File: src/hw/rtl/record_sort_by_id_defines.svh
// ----------------------------------------------------------------------------
// Assertion macros for the record sorter
// Shared helpers that wrap concurrent assertions on the block clock and reset.
// ----------------------------------------------------------------------------
`ifndef RECORD_SORT_BY_ID_DEFINES_SVH
`define RECORD_SORT_BY_ID_DEFINES_SVH

// The consequent must hold in the same cycle as the antecedent.
`define RSBI_ASSERT_NOW(lbl, clk, rst_n, ante, cons, msg) \
	lbl: assert property (@(posedge clk) disable iff (!rst_n) (ante) |-> (cons)) \
		else $error(msg);

// The consequent must hold in the cycle after the antecedent.
`define RSBI_ASSERT_NEXT(lbl, clk, rst_n, ante, cons, msg) \
	lbl: assert property (@(posedge clk) disable iff (!rst_n) (ante) |=> (cons)) \
		else $error(msg);

`endif

File: src/hw/rtl/rsbi_pkg.sv
// ----------------------------------------------------------------------------
// Record sorter package
// Widths, defaults, cell operation codes and the cell control word.
// ----------------------------------------------------------------------------
package rsbi_pkg;

	localparam int MAX_RECORDS_DEF = 64;
	localparam int ID_BITS_DEF     = 16;
	localparam int ID_PORT_BITS    = 16;
	localparam int TAG_BITS        = 6;

	localparam logic [2:0] OP_HOLD  = 3'd0;
	localparam logic [2:0] OP_LOAD  = 3'd1;
	localparam logic [2:0] OP_EVEN  = 3'd2;
	localparam logic [2:0] OP_ODD   = 3'd3;
	localparam logic [2:0] OP_SHIFT = 3'd4;

	typedef struct packed {
		logic [2:0] op;
		logic       desc;
	} ctrl_t;

endpackage

File: src/hw/rtl/rsbi_cell.sv
// ----------------------------------------------------------------------------
// Record sorter cell
// Holds one record; loads it, compare-exchanges it with a neighbor, or shifts.
// ----------------------------------------------------------------------------
module rsbi_cell #(
	parameter int ID_BITS = rsbi_pkg::ID_BITS_DEF,
	parameter bit IDX_ODD = 1'b0
) (
	input  logic                          clk,
	input  logic                          arst_n,
	input  rsbi_pkg::ctrl_t               ctrl,
	input  logic                          load_sel,
	input  logic [ID_BITS-1:0]            load_id,
	input  logic [rsbi_pkg::TAG_BITS-1:0] load_tag,
	input  logic                          left_vld,
	input  logic [ID_BITS-1:0]            left_id,
	input  logic [rsbi_pkg::TAG_BITS-1:0] left_tag,
	input  logic                          right_vld,
	input  logic [ID_BITS-1:0]            right_id,
	input  logic [rsbi_pkg::TAG_BITS-1:0] right_tag,
	output logic                          vld,
	output logic [ID_BITS-1:0]            id,
	output logic [rsbi_pkg::TAG_BITS-1:0] tag
);

	logic                          vld_q;
	logic [ID_BITS-1:0]            id_q;
	logic [rsbi_pkg::TAG_BITS-1:0] tag_q;
	logic                          left_role;
	logic [ID_BITS-1:0]            a_id;
	logic [ID_BITS-1:0]            b_id;
	logic                          pair_vld;
	logic                          swap;
	logic                          vld_d;
	logic [ID_BITS-1:0]            id_d;
	logic [rsbi_pkg::TAG_BITS-1:0] tag_d;

	always_comb begin
		left_role = (ctrl.op == rsbi_pkg::OP_EVEN) ? !IDX_ODD : IDX_ODD;
		a_id      = left_role ? id_q : left_id;
		b_id      = left_role ? right_id : id_q;
		pair_vld  = left_role ? (vld_q && right_vld) : (left_vld && vld_q);
		swap      = pair_vld && (ctrl.desc ? (a_id < b_id) : (a_id > b_id));
	end

	always_comb begin
		vld_d = vld_q;
		id_d  = id_q;
		tag_d = tag_q;
		case (ctrl.op)
			rsbi_pkg::OP_LOAD: begin
				if (load_sel) begin
					vld_d = 1'b1;
					id_d  = load_id;
					tag_d = load_tag;
				end
			end
			rsbi_pkg::OP_EVEN, rsbi_pkg::OP_ODD: begin
				if (swap) begin
					id_d  = left_role ? right_id : left_id;
					tag_d = left_role ? right_tag : left_tag;
				end
			end
			rsbi_pkg::OP_SHIFT: begin
				vld_d = right_vld;
				id_d  = right_id;
				tag_d = right_tag;
			end
			default: begin
				vld_d = vld_q;
			end
		endcase
	end

	always_ff @(posedge clk or negedge arst_n) begin
		if (!arst_n) begin
			vld_q <= 1'b0;
		end else begin
			vld_q <= vld_d;
		end
	end

	always_ff @(posedge clk) begin
		id_q  <= id_d;
		tag_q <= tag_d;
	end

	assign vld = vld_q;
	assign id  = id_q;
	assign tag = tag_q;

endmodule

File: config.mk
export PLATFORM = sky130hd
export DESIGN_NAME = rsbi_cell
export DESIGN_NICKNAME = d
export VERILOG_FILES = /design/src/hw/rtl/record_sort_by_id_defines.svh /design/src/hw/rtl/rsbi_pkg.sv /design/src/hw/rtl/rsbi_cell.sv
export SDC_FILE = /design/constraint.sdc
export NUM_CORES = 1
export LEC_CHECK = 0
export BUFFER_PORTS_ARGS = -buffer_cell sky130_fd_sc_hd__buf_4
export CORE_ASPECT_RATIO = 1.75
export CORE_MARGIN = 2
export CORE_UTILIZATION = 45
export CTS_BUF_LIST = sky130_fd_sc_hd__clkbuf_2
export DETAILED_ROUTE_END_ITERATION = 8
export GPL_ROUTABILITY_DRIVEN = 0
export MAX_ROUTING_LAYER = met4
export PLACE_DENSITY = 0.91
export SLEW_MARGIN = 20
export SYNTH_ARGS = -nofsm -noshare
export SYNTH_HDL_FRONTEND = slang
export SYNTH_SLANG_ARGS = --single-unit
File: constraint.sdc
create_clock -name clk -period 3.05 [get_ports clk]
set_input_delay 0.305 -clock clk [delete_from_list [all_inputs] [get_ports clk]]
set_output_delay 0.305 -clock clk [all_outputs]
set_load 0.1 [all_outputs]
Yosys cells after proc, flatten, opt, wreduce, memory -nomap -nowiden:

Cells that the tools add are included.

* $lt $le $gt $ge: 2
* equality and inequality tests: 6
* mux-type cells: 15
* reductions and logical operators: 8

Operators by type and width (number)
* $mux 16: 5
* $pmux 16 s3: 1
* $mux 6: 3
* $pmux 6 s3: 1
* $gt 16x16->1: 1
* $lt 16x16->1: 1
* $eq 3x2->1 const B: 2
* $mux 1: 4
* $ne 2x2->1 const B: 2
* $eq 3x1->1 const B: 1
* $eq 3x3->1 const B: 1
* $logic_and 1x1->1: 3
* $reduce_and 3->1: 1
* $reduce_bool 3->1: 1
* $pmux 1 s2: 1
* $reduce_and 2->1: 1
* $reduce_bool 2->1: 1
* $reduce_or 2->1: 1

* register bits after elaboration: 23
* input bits: 75
* output and inout bits: 23
* word-level logic and storage cells: 34

Logic depth before layout (Yosys ltp):

* depth after elaboration: 8
* mapped depth: 10
* mapped depth without buffers: 8

Least setup slack after synthesis:

OpenSTA, ideal clock, no wires.

* kind: input -> register
* from: input ctrl[3] (netlist bit)
* to: register id_q[0] (netlist: id[0]), enable pin
* library setup time: 411 ps
* arrival: 3472 ps
* data required time: 2639 ps
* path slack: -833 ps
* cell stages on the path: 10
* path buffers: 2
* cells stage by stage: buf_4 nor3b_2 buf_4 mux2_1 ha_1 a21o_1 nand3_1 a21oi_1 nor4_1 mux2i_1

* word-level cells in the longest chain between the ends: 8
* elaborated cells on any way between the ends: 17
* classes of those cells: order compare (2); eq/ne (6); mux (5); reduce/logical (4)

Ends and longest elaborated chain
* start, declared: RTL line rsbi_cell.sv:11 `input rsbi_pkg::ctrl_t ctrl,`
* $eq 3x2->1: RTL line rsbi_cell.sv:39, rsbi_cell.sv:50
* $mux 1: RTL line rsbi_cell.sv:39 `left_role = (ctrl.op == rsbi_pkg::OP_EVEN) ? !IDX_ODD : IDX_ODD;`
* $mux 16 (on tied branches): RTL line rsbi_cell.sv:40, rsbi_cell.sv:41
* $gt 16x16->1 or $lt 16x16->1 (tied branches): RTL line rsbi_cell.sv:43 `swap = pair_vld && (ctrl.desc ? (a_id < b_id) : (a_id > b_id));`
* $mux 1: RTL line rsbi_cell.sv:43
* $logic_and 1x1->1: RTL line rsbi_cell.sv:43
* $ne 2x2->1 (no line)
* $reduce_and 3->1 (no line) (*)
* end signal, assigned: RTL line rsbi_cell.sv:84 `id_q <= id_d;`
* end, declared: RTL line rsbi_cell.sv:27 `logic [ID_BITS-1:0] id_q;`

Every way passes the cells marked *; elsewhere a longest branch is shown, timed or not.
A chain may end at the register's enable or synchronous reset.

Final worst setup path:

* from: input ctrl[3] (netlist bit)
* to: register id_q[12] (netlist: id[12]), enable pin

Same word-level chain as after synthesis.

==> qor.yml <==
end_kind: "register"
fin_tns_setup_ns: 0
p_per_area_nw_per_um2: 378
crit_type: "input pin to register"
max_freq_mhz: 369
first_pass_iters: 6
grt_first_pass_wirelength_um: 11600
crit_fanout: 18
num_vias: 2442
antenna_found_initial: 1
via_per_inst: 5.97
critPathArrivalTime_ns: 2.82
slowest_stage: "mux2_2"
cap_violations: 0
wl_um: 7110
startpoint_type: "input pin"
ff_latch_area_um2: 686
areaGrowthSynthToFinish_pct: 47.9
fp.dieW_um: 57.2
start_util_pct: 47.3
synth_edf_count: 22
crit_top_cell: "buf_4"
cts_inserted_buffers: 3
async_flop_share_pct: 4.35
setup_viol: 0
clk_pin_slew_worst_paths_ns: 0.25
clkSinkCount: 23
synth_largest_area_cell: "edfxtp_1"
die_height_um: 97.1
min_period_ns: 2.71
vdd_drop_max_mv: 0.285
finalCritPeriodShare_pct: 88.9
clockBufferDepth: 2
ctsRootBufferMaster: "clkbuf_2"
power.leakage_nw: 1.34
ys_seq_area_share_pct: 30.8
hold_path_class: "input pin to asynchronous set/reset pin"
io_buffers: 97
synth.distinct_cells: 34
drt_iter0_drc: 114
synthFlopType: "edfxtp_1"
yosys_warnings: 0
crit_buf_inv: 3
fin_skew_ns: 0.00292
reg2reg_depth: 8
crit_cells: 11
htree_num_levels: 1
dp_hpwl_um: 5490
tightest_slew_ns: 0.510
synth_top_area_share_pct: 29.7
worstPathCellList: "buf_4 > nor3b_4 > buf_12 > mux2_2 > ha_1 > nand4_1 > nor3_2 > a21boi_2 > nor4_4 > mux2i_4 > buf_4"
tritoncts: "built"
remaining_drc_errors: 0
crit_family: "simple AND/OR/NAND/NOR gates"
synthCells: 264
clk_latency_ns: 0.35
syn_nets: 355
max_stage_delay_ns: 0.36
total_power_mw: 1.24
syn-cell-area_um2: 2230
avgSynthCellArea_um2: 8.44
grt_max_degree: 51
dieArea_um2: 5550
grt_usage_pct: 26.8
multiInputGateArea_um2: 1680
rsz0062_at_grt: "false"
grt_pass1_vias: 2580
row_count: 33
nNetsFinal: 448
critPathRequiredTime_ns: 3.16
synth.area.top_cells: "edfxtp_1, o21ai_0, ha_1, mux2i_1, mux2_2"
wl_per_cell_um: 17.4
outcome: "completed"
core_um2: 4710
grt-ovfl-total: 0
detail-route-antenna-nets: 0
slew_violations: 0
synth_seq_cells: 23
nFillCells: 383
relSlewSlack_pct: 66.0
drive_gt1_share_pct: 41.9
hold_viol: 0
top_level_ports: 98
## cells in the mapped netlist (2+ instances only)
library cell / count
clkbuf_1: 14
nor2_1: 23
or3_1: 23
o21ai_0: 47
edfxtp_1: 22
nand2_1: 24
mux2i_1: 18
a21oi_1: 29
buf_4: 5
nand3_1: 2
ha_1: 16
a21o_1: 2
mux2_1: 3
mux2_2: 13
nand4_1: 3
inv_1: 2
## cell type report
type	instances	share of cell area [%]
clock buffers	3	0.456
repair buffers	109	25.3
flip-flops and latches	23	20.8
well taps	52	1.98
clock inverters	1	0.152
inverters	2	0.228
diodes	1	0.0760
multi-input cells	218	51.0
## worst register-to-register path, delay by kind of cell (launching register included)
kind                       cells  cell delay (ns)
buffers and inverters          1             0.20
DFF                            1             0.50
and+or+nand+nor                2             0.47
AOI/OAI and AO/OA              2             0.31
adders and majority gates      1             0.24
muxes                          2             0.60
## routing by layer
layer  track usage (%)  part of all wire (%)
met1              27.7                    34
met2              50.6                    59
met3              1.60                   4.1
met4              10.4                   2.1
met5                 -                     0
## worst paths after layout
check	start	end	slack (ns)
worst max-delay path	ctrl[3]	id[12]$_DFFE_PP_	0.34
worst min-delay path	arst_n	vld$_DFFE_PN0P_	0.23
worst max register to register	id[1]$_DFFE_PP_	id[12]$_DFFE_PP_	0.49
worst min register to register	vld$_DFFE_PN0P_	vld$_DFFE_PN0P_	0.60
max in group asynchronous	arst_n	vld$_DFFE_PN0P_	2.75
min in group clk	right_vld	vld$_DFFE_PN0P_	0.29
## state kept, by name, summed over array words and instances, names as in the netlist
register / flops
id: 16
tag: 6
vld: 1
## placed cells by master, fill, tap and decap left out, types with 2 or more instances in the layout
master	instances
nor2_1	23
mux2_4	12
o21ai_0	47
nand3_1	2
a21oi_1	28
inv_1	2
clkbuf_2	3
mux2i_1	15
buf_4	107
or3_1	23
edfxtp_1	22
nand4_1	3
nand2_1	24
ha_1	5
ha_4	11
a21o_1	2
mux2i_2	2
mux2_2	3
## cells by family after synthesis
group / share of synthesized area [%]
buffers and inverters: 5.11
adders and majority gates: 8.99
AOI/OAI and AO/OA: 20.1
xor gates and xnor gates: 0.787
muxes: 16.2
DFF: 30.8
and+or+nand+nor: 18.0
## where the power goes
part	internal (mW)	switching, mW	total [mW]
sequential	0.394	0.0234	0.417
combinational	0.250	0.441	0.691
clock	0.0297	0.106	0.136
total	0.674	0.571	1.24
## through the flow
stage | util [%] | hold WS (ns) | instances | setup WS, ns | instance area, um2
2_1_floorplan | - | 0.00941 | 264 | -0.119 | 2480
3_3_place_gp | 69.3 | 0.0831 | 403 | 0.0303 | 3260
3_5_place_dp | 69.3 | 0.0837 | 403 | -0.0641 | 3260
4_1_cts | 69.9 | 0.211 | 408 | 0.328 | 3290
5_1_grt | 70.0 | 0.188 | 409 | 0.262 | 3290
6_report | 70.0 | 0.227 | 409 | 0.339 | 3290
## repair_timing
item,in CTS,in global routing
setup buffers,0,0
resized for setup,0,0
hold endpoints to repair,1,0
hold buffers,1,0
Power figures use the tool's default switching activity.
